File: config.mk
export PLATFORM = sky130hd
export DESIGN_NAME = cwfe_queue
export DESIGN_NICKNAME = d
export VERILOG_FILES = /design/src/hw/rtl/cwfe_pkg.sv /design/src/hw/rtl/cwfe_queue.sv
export SDC_FILE = /design/constraint.sdc
export NUM_CORES = 1
export LEC_CHECK = 0
export ABC_CLOCK_PERIOD_IN_PS = 5700
export CORE_UTILIZATION = 30
export CTS_CLUSTER_SIZE = 20
export DETAILED_ROUTE_END_ITERATION = 8
export DONT_BUFFER_PORTS = 1
export GPL_ROUTABILITY_DRIVEN = 0
export SYNTH_ARGS = -nofsm -noshare
export SYNTH_HDL_FRONTEND = slang
export SYNTH_SLANG_ARGS = --single-unit
File: constraint.sdc
create_clock -name aclk -period 5.7 [get_ports aclk]
set_input_delay 0.285 -clock aclk [delete_from_list [all_inputs] [get_ports aclk]]
set_output_delay 0.285 -clock aclk [all_outputs]
set_load 0.01 [all_outputs]
File: src/hw/rtl/cwfe_pkg.sv
// shared types and constants for the connection window feature extractor
`timescale 1ns / 1ps
package cwfe_pkg;

    localparam int unsigned DEPTH_DEFAULT = 128;
    localparam logic [31:0] WINDOW_RESET  = 32'd2000;
    localparam int unsigned FEATURE_COUNT = 19;
    localparam logic [16:0] Q_ONE         = 17'd32768;

    // flag codes used by the error counters
    localparam logic [3:0] FLAG_REJ = 4'd1;
    localparam logic [3:0] FLAG_S0  = 4'd5;
    localparam logic [3:0] FLAG_S3  = 4'd8;

    // one connection record
    typedef struct packed {
        logic [31:0] timestamp;
        logic [31:0] source_ip;
        logic [31:0] dest_ip;
        logic [15:0] source_port;
        logic [7:0]  service_id;
        logic [3:0]  flag_code;
    } rec_t;

    // one feature result
    typedef struct packed {
        logic [4:0]  feature_index;
        logic [15:0] feature_value;
        logic        last;
    } feat_t;

    // the sixteen scan counters (each fits DEPTH up to 1024)
    typedef struct packed {
        logic [10:0] cnt;
        logic [10:0] srv;
        logic [10:0] host_srv;
        logic [10:0] srv_diff;
        logic [10:0] c_se;
        logic [10:0] c_re;
        logic [10:0] s_se;
        logic [10:0] s_re;
        logic [10:0] h_cnt;
        logic [10:0] h_srv;
        logic [10:0] h_port;
        logic [10:0] h_diff;
        logic [10:0] h_se;
        logic [10:0] h_re;
        logic [10:0] hs_se;
        logic [10:0] hs_re;
    } counts_t;

endpackage

File: src/hw/rtl/cwfe_queue.sv
// two-entry queue of counter sets between scan and feature emit
`timescale 1ns / 1ps
module cwfe_queue (
    input  logic              aclk,
    input  logic              aresetn,
    input  logic              in_valid,
    output logic              in_ready,
    input  cwfe_pkg::counts_t in_data,
    output logic              out_valid,
    input  logic              out_ready,
    output cwfe_pkg::counts_t out_data
);
    import cwfe_pkg::*;

    counts_t    slot_reg [2];
    logic       wr_reg, rd_reg;
    logic [1:0] num_reg;

    assign in_ready  = num_reg != 2'd2;
    assign out_valid = num_reg != 2'd0;
    assign out_data  = slot_reg[rd_reg];

    // storage and pointers
    always_ff @(posedge aclk) begin
        if (in_valid && in_ready) begin
            slot_reg[wr_reg] <= in_data;
        end
        if (!aresetn) begin
            wr_reg  <= 1'b0;
            rd_reg  <= 1'b0;
            num_reg <= 2'd0;
        end else begin
            if (in_valid && in_ready) wr_reg <= !wr_reg;
            if (out_valid && out_ready) rd_reg <= !rd_reg;
            num_reg <= num_reg + 2'(in_valid && in_ready) - 2'(out_valid && out_ready);
        end
    end

endmodule

==> key figures <==
Finish
  – Layout fillers: 4,031
  – Number of non-filler instances in the completed layout: 1,402
  – # diodes: 0
  – Nets: 963
  – Share of cells above drive strength 1: 29.3%
  – Synth-to-Final Area Change: 27.0%
  – Max reg flops: 352

Place
  – Port bufs: 0
  – Pre-CTS WS: 2.94 ns
  – Placed Instances: 1,156
  – Hpwl dp: 15,400 um

Clock network
  – Clock-pin slew on the worst setup and hold paths: 0.06 ns
  – Post-CTS Resized: 0
  – H-tree levels: 2
  – CTS max path bufs: 3
  – CTS tree: done
  – Clock root buffer master: clkbuf_16
  – Hold-fix buffers, CTS: 178
  – CTS Buf Count: 38
  – Clk_lat worst skew: 0.53 ns
  – Buffer count from post-CTS setup fixing: 0
  – Clock sinks: 357

Critical path
  – CP Capture Type: output port
  – Worst Path Arrival: 2.56 ns
  – Setup crit start kind: register
  – Crit path kind: reg2out
  – Crit-path max FO: 48
  – Worst path required time: 5.41 ns

GRT
  – Largest net degree at the start of global routing: 91
  – Initial antenna violation count: 1
  – Total track usage: 10.7%
  – First-pass GRT wire length: 36,500 um
  – Vias in the first global route: 6,245
  – Global route overflow: 0

Logic synthesis
  – Synth cell count leaders: 352 x edfxtp_1, 100 x mux2_4, 76 x mux2_2
  – #FFs+latches synth: 357
  – Syn Nets: 759
  – Sequential area share after synthesis: 79.7%
  – Yosys top cell area share: 78.9%
  – Netlist cell types: 25
  – Area contributors post-synth: edfxtp_1 79%, mux2_4 11%, mux2_2 6.4%
  – Syn Std Cell Area: 13,400 sq um
  – Syn. warnings: 0
  – Fraction of registers with async set or reset after synthesis: 0%
  – Post-synth EDFFs: 352
  – Mean Syn Cell Area: 23.2 sq um
  – Synthesized instance count: 578
  – Leading area contributor after synthesis: edfxtp_1
  – Top_reg_cell synth: edfxtp_1
  – Most numerous cell in the Yosys netlist: edfxtp_1

STA
  – Worst-margin pin slew: 0.995 ns
  – Fin worst setup slack: 2.85 ns
  – Max Fclk: 0.351 GHz
  – Fin. Hold Viols: 0
  – Period minus WS final: 2.85 ns
  – Total Negative Setup Slacks: 0 ns
  – Max Slew Vio Count: 0
  – Crit share post-route: 50.0%
  – Worst slew margin: 33.7%
  – Setup violations, final: 0
  – Skew final: 0.00766 ns
  – RSZ-0062 raised after global routing: no

Die
  – CORE AREA: 44,100 sq um
  – Ports: 358
  – Die X: 213 um
  – Die ar.: 45,500 sq um
  – Initial core utilization: 30.4%
  – Row count: 77
  – Die Ht: 213 um

Routing
  – ANT nets after route: 0
  – Routed vias/inst: 4.29
  – Drt pass-1 iters: 4
  – Starting DRT DRC Count: 324
  – Avg WL per Cell: 18.4 um
  – Routed wire length: 25,800 um
  – # DRC: 0
  – Vias: 6,013

Status
  – Status: finished clean

Power and ir drop
  – LEAKAGE: 5.77 nW
  – Max IR drop VDD: 466 uV
  – P per Cell Area: 406 nW/um^2

Flow run
  – Max-Cap Viols: 0

Worst hold path
  – HP Class: in2reg
## through the flow
step	power, mW	cell area [sq um]	hold slack [ns]	utilization [%]
2_1_floorplan	4.33	13400	0.384	-
3_3_place_gp	4.47	14000	0.384	31.8
3_5_place_dp	4.48	14000	0.384	31.8
4_1_cts	7.01	17000	0.00315	38.5
5_1_grt	7.18	17000	0.0234	38.5
6_report	6.90	17000	0.0432	38.5
## where the power goes
group	switching, mW	internal [mW]	leakage, nW
logic	0.659	0.571	1.84
registers	0.0959	3.19	3.33
clock network	0.943	1.44	0.594
total	1.70	5.20	5.77
## final cells by class
type,count,area (sq um),share of cell area (%)
timing repair buffer,184,1850,10.9
tap,592,741,4.36
clock buffer,50,1060,6.23
sequential,357,10700,62.8
clock inverter,18,153,0.898
multi-input combinational,199,2510,14.8
inverter,2,12.5,0.0736
## worst max-delay path: stages, from the launching register on
cell and delay, ns:
dfxtp_4 0.75, buf_4 0.76, mux2_2 0.45
## layer usage
| metal | vias up | routed length (um) | GRT usage [%] |
|---|---|---|---|
| met4 | 2 | 682 | 4.09 |
| met2 | 243 | 12700 | 17.8 |
| met3 | 52 | 2350 | 5.02 |
| met5 | - | 13 | 0 |
| met1 | 3006 | 10000 | 11.7 |
| li1 | 2710 | - | - |
## cell families (layout without fill, tap and decap cells)
logic type,after synthesis,in the layout,share of synthesized area [%]
flops,357,357,79.7
mux,176,176,17.6
compound gates,6,6,0.327
xor+xnor,1,1,0.0654
buf+inv,22,254,1.60
simple gates,15,15,0.654
fa+ha+maj,1,1,0.0934
## worst paths after layout
kind,end,start,depth (start not counted),slack [ns]
setup / recovery,out_data[152],register,2,2.85
hold / removal,register,out_ready,3,0.04
setup reg to reg,slot_reg[0][102],num_reg[0],4,2.97
hold reg to reg,register,rd_reg,2,0.52
## layout by cell type (no fill, tap or decap), types with 2 or more instances in the layout
cell and count:
bufinv_16 3, clkinv_2 5, clkbuf_16 41, mux2_4 100, buf_4 4, edfxtp_1 352
dfxtp_1 4, buf_12 2, clkinv_1 10, clkbuf_1 9, nor2_1 4, dlygate4sd3_1 178
mux2_2 76, o21ai_0 2
Note: power is estimated with default switching activity, not from simulation.
