### src/hw/rtl/cwfe_pkg.sv
// shared types and constants for the connection window feature extractor
`timescale 1ns / 1ps
package cwfe_pkg;

    localparam int unsigned DEPTH_DEFAULT = 128;
    localparam logic [31:0] WINDOW_RESET  = 32'd2000;
    localparam int unsigned FEATURE_COUNT = 19;
    localparam logic [16:0] Q_ONE         = 17'd32768;

    // flag codes used by the error counters
    localparam logic [3:0] FLAG_REJ = 4'd1;
    localparam logic [3:0] FLAG_S0  = 4'd5;
    localparam logic [3:0] FLAG_S3  = 4'd8;

    // one connection record
    typedef struct packed {
        logic [31:0] timestamp;
        logic [31:0] source_ip;
        logic [31:0] dest_ip;
        logic [15:0] source_port;
        logic [7:0]  service_id;
        logic [3:0]  flag_code;
    } rec_t;

    // one feature result
    typedef struct packed {
        logic [4:0]  feature_index;
        logic [15:0] feature_value;
        logic        last;
    } feat_t;

    // the sixteen scan counters (each fits DEPTH up to 1024)
    typedef struct packed {
        logic [10:0] cnt;
        logic [10:0] srv;
        logic [10:0] host_srv;
        logic [10:0] srv_diff;
        logic [10:0] c_se;
        logic [10:0] c_re;
        logic [10:0] s_se;
        logic [10:0] s_re;
        logic [10:0] h_cnt;
        logic [10:0] h_srv;
        logic [10:0] h_port;
        logic [10:0] h_diff;
        logic [10:0] h_se;
        logic [10:0] h_re;
        logic [10:0] hs_se;
        logic [10:0] hs_re;
    } counts_t;

endpackage

### src/hw/rtl/cwfe_emit.sv
// back part: serial divider for the rates and output register for the nineteen features
`timescale 1ns / 1ps
module cwfe_emit (
    input  logic              aclk,
    input  logic              aresetn,
    input  logic              cnt_valid,
    output logic              cnt_ready,
    input  cwfe_pkg::counts_t cnt_in,
    output logic              m_valid,
    input  logic              m_ready,
    output cwfe_pkg::feat_t   m_data
);
    import cwfe_pkg::*;

    typedef enum logic [1:0] {E_IDLE, E_SETUP, E_DIV, E_OUT} state_t;

    state_t      state_reg;
    counts_t     c_reg;
    logic [4:0]  idx_reg;
    logic [25:0] num_reg;   // numerator shifted by 15
    logic [10:0] den_reg;
    logic [11:0] rem_reg;
    logic [25:0] quo_reg;
    logic [4:0]  bit_reg;
    logic        diff_reg;
    feat_t       out_reg;

    // numerator and denominator per feature
    logic [10:0] num_sel, den_sel;
    logic        is_rate, is_diff;
    always_comb begin
        num_sel = '0;
        den_sel = '0;
        is_rate = 1'b1;
        is_diff = 1'b0;
        case (idx_reg)
            5'd0:  begin num_sel = c_reg.cnt;      is_rate = 1'b0; end
            5'd1:  begin num_sel = c_reg.srv;      is_rate = 1'b0; end
            5'd2:  begin num_sel = c_reg.c_se;     den_sel = c_reg.cnt;   end
            5'd3:  begin num_sel = c_reg.s_se;     den_sel = c_reg.srv;   end
            5'd4:  begin num_sel = c_reg.c_re;     den_sel = c_reg.cnt;   end
            5'd5:  begin num_sel = c_reg.s_re;     den_sel = c_reg.srv;   end
            5'd6:  begin num_sel = c_reg.host_srv; den_sel = c_reg.cnt;   end
            5'd7:  begin num_sel = c_reg.host_srv; den_sel = c_reg.cnt; is_diff = 1'b1; end
            5'd8:  begin num_sel = c_reg.srv_diff; den_sel = c_reg.srv;   end
            5'd9:  begin num_sel = c_reg.h_cnt;    is_rate = 1'b0; end
            5'd10: begin num_sel = c_reg.h_srv;    is_rate = 1'b0; end
            5'd11: begin num_sel = c_reg.h_srv;    den_sel = c_reg.h_cnt; end
            5'd12: begin num_sel = c_reg.h_srv;    den_sel = c_reg.h_cnt; is_diff = 1'b1; end
            5'd13: begin num_sel = c_reg.h_port;   den_sel = c_reg.h_cnt; end
            5'd14: begin num_sel = c_reg.h_diff;   den_sel = c_reg.h_srv; end
            5'd15: begin num_sel = c_reg.h_se;     den_sel = c_reg.h_cnt; end
            5'd16: begin num_sel = c_reg.hs_se;    den_sel = c_reg.h_srv; end
            5'd17: begin num_sel = c_reg.h_re;     den_sel = c_reg.h_cnt; end
            5'd18: begin num_sel = c_reg.hs_re;    den_sel = c_reg.h_srv; end
            default: begin num_sel = '0; den_sel = '0; end
        endcase
    end

    // one restoring step
    logic [11:0] rem_sh;
    logic [12:0] trial;
    always_comb begin
        rem_sh   = {rem_reg[10:0], num_reg[25]};
        trial    = {1'b0, rem_sh} - {2'b0, den_reg};
    end

    assign cnt_ready = state_reg == E_IDLE;
    assign m_valid   = state_reg == E_OUT;
    assign m_data    = out_reg;

    always_ff @(posedge aclk) begin
        if (!aresetn) begin
            state_reg <= E_IDLE;
        end else begin
            case (state_reg)
                E_IDLE: begin
                    if (cnt_valid) begin
                        c_reg     <= cnt_in;
                        idx_reg   <= '0;
                        state_reg <= E_SETUP;
                    end
                end
                E_SETUP: begin
                    num_reg  <= {num_sel, 15'd0};
                    den_reg  <= den_sel;
                    rem_reg  <= '0;
                    quo_reg  <= '0;
                    bit_reg  <= 5'd0;
                    diff_reg <= is_diff;
                    if (is_rate) begin
                        state_reg <= E_DIV;
                    end else begin
                        out_reg.feature_index <= idx_reg;
                        out_reg.feature_value <= {5'd0, num_sel};
                        out_reg.last          <= idx_reg == 5'(FEATURE_COUNT - 1);
                        state_reg             <= E_OUT;
                    end
                end
                E_DIV: begin
                    num_reg <= {num_reg[24:0], 1'b0};
                    if (!trial[12]) begin
                        rem_reg <= trial[11:0];
                        quo_reg <= {quo_reg[24:0], 1'b1};
                    end else begin
                        rem_reg <= rem_sh;
                        quo_reg <= {quo_reg[24:0], 1'b0};
                    end
                    bit_reg <= bit_reg + 5'd1;
                    if (bit_reg == 5'd25) begin
                        state_reg <= E_OUT;
                    end
                end
                E_OUT: begin
                    if (m_ready) begin
                        idx_reg   <= idx_reg + 5'd1;
                        state_reg <= (idx_reg == 5'(FEATURE_COUNT - 1)) ? E_IDLE : E_SETUP;
                    end
                end
                default: state_reg <= E_IDLE;
            endcase
            // rate result lands once the last quotient bit is in
            if (state_reg == E_DIV && bit_reg == 5'd25) begin
                out_reg.feature_index <= idx_reg;
                out_reg.last          <= idx_reg == 5'(FEATURE_COUNT - 1);
                out_reg.feature_value <= diff_reg
                    ? 16'(Q_ONE - ((den_reg == '0) ? 17'd0
                        : {1'b0, quo_reg[14:0], !trial[12]}))
                    : ((den_reg == '0) ? 16'd0 : {quo_reg[14:0], !trial[12]});
            end
        end
    end

endmodule

### config.mk
export PLATFORM = sky130hd
export DESIGN_NAME = cwfe_emit
export DESIGN_NICKNAME = d
export VERILOG_FILES = /design/src/hw/rtl/cwfe_pkg.sv /design/src/hw/rtl/cwfe_emit.sv
export SDC_FILE = /design/constraint.sdc
export NUM_CORES = 1
export LEC_CHECK = 0
export BUFFER_PORTS_ARGS = -buffer_cell sky130_fd_sc_hd__buf_2
export CAP_MARGIN = 20
export CELL_PAD_IN_SITES_DETAIL_PLACEMENT = 2
export CELL_PAD_IN_SITES_GLOBAL_PLACEMENT = 2
export CORE_MARGIN = 2
export CORE_UTILIZATION = 35
export DETAILED_ROUTE_END_ITERATION = 10
export PLACE_DENSITY = 0.84
export SLEW_MARGIN = 10
export SYNTH_ARGS = -nofsm -noshare
export SYNTH_HDL_FRONTEND = slang
export SYNTH_SLANG_ARGS = --single-unit
### constraint.sdc
create_clock -name aclk -period 15.1 [get_ports aclk]
set_input_delay 4.53 -clock aclk [delete_from_list [all_inputs] [get_ports aclk]]
set_output_delay 4.53 -clock aclk [all_outputs]
set_load 0.02 [all_outputs]
==> results of run 1 <==
-- synth_stat cells, types with 8 or more instances --
master                       n
sky130_fd_sc_hd__edfxtp_1  257
sky130_fd_sc_hd__nor2_1     56
sky130_fd_sc_hd__nand2_1    47
sky130_fd_sc_hd__a22oi_1    46
sky130_fd_sc_hd__a21oi_1    39
sky130_fd_sc_hd__inv_1      25
sky130_fd_sc_hd__ha_1       23
sky130_fd_sc_hd__o21ai_0    21
sky130_fd_sc_hd__and2_1     20
sky130_fd_sc_hd__nand3_1    20
sky130_fd_sc_hd__mux2i_1    18
sky130_fd_sc_hd__buf_2      17
sky130_fd_sc_hd__clkbuf_1   17
sky130_fd_sc_hd__nor3_1     16
sky130_fd_sc_hd__a211oi_1   10
sky130_fd_sc_hd__a222oi_1   10
sky130_fd_sc_hd__nor2b_1     9
sky130_fd_sc_hd__a221oi_1    8
sky130_fd_sc_hd__a22o_1      8
-- final timing paths --
| path | startpoint | end | slack (ns) | depth (start not counted) |
|---|---|---|---|---|
| worst max-delay path | state_reg[1] | cnt_ready | 9.10 | 3 |
| worst min-delay path | num_reg[16] | num_reg[17] | 0.56 | 1 |
| worst max register to register | den_reg[0] | m_data[11] | 10.66 | 12 |
| worst min register to register | num_reg[16] | num_reg[17] | 0.56 | 1 |
-- critical path, cell delays in order (launching register included) --
cell and delay [ns]:
sky130_fd_sc_hd__dfxtp_1 0.40, sky130_fd_sc_hd__inv_1 0.09, sky130_fd_sc_hd__ha_1 0.24, sky130_fd_sc_hd__buf_2 0.18
-- routing by layer --
| metal | up-vias | GRT usage [%] | part of all wire (%) |
|---|---|---|---|
| li1 | 3610 | - | - |
| met1 | 4157 | 28.7 | 41 |
| met2 | 351 | 38.2 | 49 |
| met3 | 80 | 3.91 | 6.3 |
| met4 | 0 | 9.81 | 4.5 |
| met5 | - | 0 | 0 |
-- per-stage QoR --
step	cell area, um2	hold slack, ns	util [%]	setup WS, ns	std cells
2_1_floorplan	11400	0.442	-	5.93	813
3_3_place_gp	12900	0.537	39.9	8.68	1426
3_5_place_dp	12900	0.562	39.9	8.58	1426
4_1_cts	13900	0.566	43.0	9.09	1484
5_1_grt	13900	0.582	43.0	9.03	1484
6_report	13900	0.564	43.0	9.10	1484
-- cell families (layout without fill, tap and decap cells) --
kind of cell    after synthesis  count (layout)  share of synthesized area (%)
flops                       259             259                           67.9
simple gates                222             222                           10.3
compound gates              198             198                           12.4
buf+inv                      69             298                           2.82
mux                          29              29                           2.86
fa+ha+maj                    24              24                           2.70
xor+xnor                     12              12                          0.921
-- power by group through the flow --
stage          clock (mW)  sequential [mW]  combinational, mW
6_report            0.748             1.05              0.629
5_1_grt             0.787             1.06              0.684
4_1_cts             0.761             1.05              0.627
3_5_place_dp            0             1.06              0.620
3_3_place_gp            0             1.05              0.584
2_1_floorplan           0             1.04              0.402
-- cell type report --
type / instances / area [um2] / area share [%]
clock buffers: 39 / 826 / 5.94
multi-input cells: 485 / 3370 / 24.3
well taps: 442 / 553 / 3.98
clock inverters: 19 / 194 / 1.40
repair buffers: 213 / 1090 / 7.85
flip-flops and latches: 259 / 7760 / 55.8
inverters: 27 / 101 / 0.729
==> results by group, run 1 <==
Placed design
  – Post-DP HPWL: approximately 28,000 um
  – Port-buffer cells: roughly 200
  – Routability-driven placement congestion ratio: between 0.8 and 0.9

Power
  – Clock share of power: a little under a third
  – Cell internal power dissipation: 1.62 mW
  – Pleak: 5.16 nW
  – Final Total Pwr: 2.43 mW
  – P per Cell Area: 175 nW/um2
  – Sequential share of power: 43.3%
  – Switching pwr: 0.811 mW
  – Part of the total power dissipated in combinational logic: 25.9%
  – Switching power as a share of total power: about a third
  – Worst supply voltage drop on vdd: 0.125 mV

Detailed routing
  – Via density per instance: ~5.5
  – Via count: 8,198
  – WL final: ~39,000 um
  – DR iter-0 viols: 602
  – DR pass1 iterations: 5
  – WL/cell: 26.0 um
  – Number of antenna-violating nets in the routed design: 0
  – Count of unresolved DRC violations after routing: 0

Clock network
  – # H-tree levels: 1
  – Clock transition time at the flip-flop clock pins of the worst setup and hold paths: 0.06 ns
  – Hold buffer count at cts: 0
  – Setup Fix Bufs, Post-CTS: 0
  – Number of sinks handled by clock tree synthesis: 259
  – Cell chosen for the clock root: sky130_fd_sc_hd__clkbuf_16
  – Worst-skew pair later-pin latency: 0.59 ns
  – Clock tree from TritonCTS: built
  – CTS Buf Count: 31
  – Clock tree buffer depth: 3
  – CTS resizes: 0

Timing
  – Accumulated negative setup slack: 0 ns
  – Number of hold-slack violations in the final timing report: 0
  – Final-report setup violation count: 0
  – Worst slew margin: a little under a third
  – Slew @ Worst Pin: about 1.0 ns
  – Final period utilization: 39.7%
  – Max Clock Skew: 0.0407 ns
  – Unrepaired setup endpoints after global routing: no
  – Clock period minus worst slack: ~6.0 ns
  – Maximum clock frequency: 167 MHz
  – Slew Limit Fails: 0

Setup path
  – Crit Path Category: flop to output port
  – Endpoint kind of the worst setup timing path: output port
  – Required arrival time at the worst endpoint: 10.57 ns
  – Biggest fanout along the worst timing path: 4
  – Arrival time at the worst endpoint: between 1 and 1.5 ns
  – Startpoint type of the worst setup path: flop

Synth
  – Number of distinct library cell variants in the gate-level netlist after synthesis: 76
  – Register area share after synthesis: 67.9%
  – Mapped Area: roughly 11,000 um2
  – Synth warn: 0
  – Post-synth net total: 1,017
  – Number of synthesized flops with an enable pin: 257
  – Area share of the leading cell type in the synthesized netlist: a little under 70%
  – Dominant cells by area after synthesis: sky130_fd_sc_hd__edfxtp_1 (68%), sky130_fd_sc_hd__a22oi_1 (3.0%), sky130_fd_sc_hd__ha_1 (2.5%)
  – Gate Count Post-Synth: between 800 and 900
  – Share of flip-flops with an asynchronous set or reset: 0%
  – Number of storage elements in the synthesis netlist: approximately 260
  – Main synth FF type: sky130_fd_sc_hd__edfxtp_1
  – Synthesized area per cell: 14.0 um2
  – Cell type with the highest aggregate area in the netlist: sky130_fd_sc_hd__edfxtp_1

Finish
  – Inserted Diodes: 0
  – Highest-count cells in the layout ignoring fill and taps: sky130_fd_sc_hd__edfxtp_1 (257), sky130_fd_sc_hd__buf_2 (203), sky130_fd_sc_hd__nor2_1 (56)
  – Share of cells above drive strength 1: 27.4%
  – Total number of nets in the final design: ~1,200
  – Area Overhead vs Synth: 21.7%
  – Most common library cell in the layout ignoring fill and taps: sky130_fd_sc_hd__edfxtp_1
  – Flip-flop count of the largest register, all copies and words added: 176
  – Fill cell count: approximately 3,200

Global routing
  – First-pass GRT wire length: 57,100 um
  – Number of global-route vias before repair: between 9,000 and 10,000
  – Largest net degree at the start of global routing: 76
  – All-layer global routing usage: 22.7%
  – Total gr overflow: 0
  – Initial antenna violation count: 1

Die
  – Chip width: 185 um
  – Starting density of the core: 35.4%
  – Vertical extent of the die: between 150 and 200 um
  – Total die area: 34,100 um2
  – Area inside the core boundary: between 30,000 and 40,000 um2
  – Count of pins on the block boundary: between 200 and 250
  – Row count: 66

Hold path
  – Hold crit path type: flop to flop

Outcome
  – Outcome: completed

Run
  – Total of max-cap violations: 0
(Power assumes the default switching activity.)
==> run 2, diff against run 1 <==
- clock period: 15.1 -> 6.1 ns (I/O delays scaled with it)
==> run 2 against run 1 <==
Against the previous run: sequential power up 150%; sequential cell count unchanged; sequential share of layout area up 0.57 points; die area unchanged.
==> results by group, run 2 (same netlist as run 1, synthesis figures left out) <==
Hold path
  – Start point of the worst hold path: state_reg[1]
  – Endpoint of the worst hold-timing path: state_reg[1]
  – Cell depth of the worst min-delay path: 2 (+1)
  – Hold crit path type: flop to flop

Setup path
  – Biggest fanout along the worst timing path: 11 (+7)
  – Slowest stage cell, crit path: sky130_fd_sc_hd__a31oi_1
  – Crit Path Category: flop to flop
  – Required arrival time at the worst endpoint: 6.36 ns (-4.21 ns)
  – Startpoint type of the worst setup path: flop
  – Capturing point of the worst reg2reg path: m_data[11]
  – CP bufs+invs: 1 (-1)
  – Slowest cell delay on critical path: 0.85 ns (+0.45 ns)
  – Arrival time at the worst endpoint: 4.56 ns (+3.09 ns)
  – Chain of cells forming the critical path: ha_1 -> fa_1 -> and2b_1 -> o211ai_2 -> a31oi_1 -> nand2b_1 -> nand2_1 -> ha_1 -> inv_1 -> o21ai_0 -> a31oi_1 -> a22oi_1
  – Worst R2R Path Depth: 12 (unchanged)
  – Endpoint kind of the worst setup timing path: flop
  – Delay-heaviest family, CP: compound AO/OA/AOI/OAI gates
  – Crit Reg-Reg Startpoint: den_reg[0]
  – Minimum setup slack among reg-to-reg paths: 1.80 ns (-8.86 ns)

Clock network
  – CTS Buf Count: 29 (-6.5%)
  – Hold buffer count at cts: 0 (unchanged)
  – Clock transition time at the flip-flop clock pins of the worst setup and hold paths: 0.06 ns (about the same)
  – Cell chosen for the clock root: sky130_fd_sc_hd__clkbuf_16
  – # H-tree levels: 1 (unchanged)
  – Number of sinks handled by clock tree synthesis: 259 (unchanged)
  – Setup Fix Bufs, Post-CTS: 0 (unchanged)
  – Clock tree from TritonCTS: built
  – Worst-skew pair later-pin latency: 0.55 ns (-0.04 ns)
  – CTS resizes: 0 (unchanged)
  – Clock tree buffer depth: 3 (unchanged)

Power
  – Cell internal power dissipation: 3.83 mW (+140%)
  – Switching power as a share of total power: 33.9% (+0.46 points)
  – Switching pwr: 1.96 mW (+140%)
  – Final Total Pwr: 5.80 mW (+140%)
  – Clock share of power: 27.9% (-2.9 points)
  – P per Cell Area: 421 nW/um2 (+140%)
  – Pleak: 5.08 nW (-1.6%)
  – Part of the total power dissipated in combinational logic: 27.2% (+1.3 points)
  – Worst supply voltage drop on vdd: 0.233 mV (+86%)
  – Sequential share of power: 44.9% (+1.6 points)

Finish
  – Area Overhead vs Synth: 20.5%
  – Total number of nets in the final design: 1,221 (unchanged)
  – Share of cells above drive strength 1: 26.4% (-1.0 points)
  – Most common library cell in the layout ignoring fill and taps: sky130_fd_sc_hd__edfxtp_1
  – Flip-flop count of the largest register, all copies and words added: 176 (unchanged)
  – Highest-count cells in the layout ignoring fill and taps: sky130_fd_sc_hd__edfxtp_1 (257), sky130_fd_sc_hd__buf_2 (203), sky130_fd_sc_hd__nor2_1 (56)

Global routing
  – First-pass GRT wire length: 57,500 um (+0.69%)
  – Total gr overflow: 0 (unchanged)
  – Most Used Layer, Global Route: met2
  – Met3 GRT Util: 3.54% (-0.38 points)
  – Global-route track usage on met2: 39.8% (+1.7 points)
  – M1 GR Usage: 28.4% (-0.32 points)
  – All-layer global routing usage: 22.7% (+0.078 points)
  – Largest net degree at the start of global routing: 80 (+5.3%)
  – Number of global-route vias before repair: 9,159 (+0.66%)
  – Initial antenna violation count: 1 (unchanged)

Timing
  – Final-report setup violation count: 0 (unchanged)
  – Worst slew margin: 30.1% (-0.69 points)
  – Clock period minus worst slack: 4.30 ns
  – Unrepaired setup endpoints after global routing: no
  – Number of hold-slack violations in the final timing report: 0 (unchanged)
  – Slew Limit Fails: 0 (unchanged)
  – Accumulated negative setup slack: 0 ns (unchanged)
  – Max Clock Skew: 0.0129 ns (-0.0278 ns)
  – Slew @ Worst Pin: 1.04 ns (+0.0103 ns)
  – Final period utilization: between 70% and 80%
  – Maximum clock frequency: about 230 MHz

Die
  – Vertical extent of the die: 185 um (unchanged)
  – Total die area: 34,100 um2 (unchanged)
  – Starting density of the core: 35.4% (unchanged)
  – Row count: 66 (unchanged)
  – Chip width: 185 um (unchanged)
  – Area inside the core boundary: 32,300 um2 (unchanged)
  – Count of pins on the block boundary: 204 (unchanged)

Detailed routing
  – Via density per instance: 5.53 (about the same)
  – WL/cell: 26.0 um (about the same)
  – Count of unresolved DRC violations after routing: 0 (unchanged)
  – DR pass1 iterations: 7 (+2)
  – DR iter-0 viols: 727 (+21%)
  – WL final: 38,400 um (-0.31%)
  – Number of antenna-violating nets in the routed design: 0 (unchanged)
  – Via count: 8,178 (-0.24%)

Outcome
  – Outcome: completed

Placed design
  – Post-DP HPWL: 28,200 um (+0.71%)
  – Routability-driven placement congestion ratio: 0.843 (+1.4%)
  – Port-buffer cells: 203 (unchanged)

Run
  – Total of max-cap violations: 0 (unchanged)
-- run 2: changes by cell type in the layout (fill, tap and decap cells not counted), sizes merged --
cell      previous run  this run
clkinv              14         7
diode                0         1
bufinv               3         1
buf                213       215
clkinvlp             1         0
clkbuf              39        41
-- run 2: routing by layer --
| metal | routed length (um) | part of all wire (%) |
|---|---|---|
| met1 | 15500 | 40 |
| met2 | 19300 | 50 |
| met3 | 2210 | 5.8 |
| met4 | 1450 | 3.8 |
| met5 | 0 | 0 |
-- run 2: final cells by class --
type / count / area (um2)
Multi-Input combinational cell: 485 / 3370
Clock buffer: 41 / 771
Tap cell: 442 / 553
Antenna cell: 1 / 2.50
Clock inverter: 9 / 68.8
Timing Repair Buffer: 215 / 1130
Fill cell: 3271 / 18500
Sequential cell: 259 / 7760
Inverter: 27 / 101
-- run 2: worst reg2reg max path, stage by stage (launching register included) --
cell,delay (ns)
sky130_fd_sc_hd__edfxtp_1,0.44
sky130_fd_sc_hd__ha_1,0.24
sky130_fd_sc_hd__fa_1,0.42
sky130_fd_sc_hd__and2b_1,0.27
sky130_fd_sc_hd__o211ai_2,0.13
sky130_fd_sc_hd__a31oi_1,0.85
sky130_fd_sc_hd__nand2b_1,0.54
sky130_fd_sc_hd__nand2_1,0.13
sky130_fd_sc_hd__ha_1,0.39
sky130_fd_sc_hd__inv_1,0.16
sky130_fd_sc_hd__o21ai_0,0.11
sky130_fd_sc_hd__a31oi_1,0.22
sky130_fd_sc_hd__a22oi_1,0.11
-- run 2: worst max path at each step --
stage	start	depth (start not counted)	end	slack (ns)
6_report	den_reg[0]	12	m_data[11]	1.80
2_1_floorplan	cnt_valid	1	c_reg[0]	1.66
5_1_grt	den_reg[0]	12	m_data[11]	1.44
3_3_place_gp	den_reg[0]	12	m_data[11]	2.10
4_1_cts	den_reg[0]	12	m_data[11]	1.80
3_5_place_dp	den_reg[0]	12	m_data[11]	1.82
-- run 2: per-stage QoR --
stage | hold slack [ns] | instance area [um2] | worst slack, ns | instances | util [%]
after floorplan | 0.442 | 11400 | 1.66 | 813 | -
after global placement | 0.547 | 12900 | 2.10 | 1427 | 39.9
after detailed placement | 0.573 | 12900 | 1.82 | 1427 | 39.9
after CTS | 0.583 | 13700 | 1.80 | 1477 | 42.5
after global routing | 0.622 | 13800 | 1.44 | 1478 | 42.6
final | 0.579 | 13800 | 1.80 | 1479 | 42.6
-- run 2: power groups by stage --
stage	sequential, mW	clock (mW)	combinational (mW)
after floorplan	2.56	0	0.996
after global placement	2.60	0	1.44
after detailed placement	2.64	0	1.53
after CTS	2.61	1.64	1.56
after global routing	2.64	1.70	1.71
final	2.60	1.61	1.58
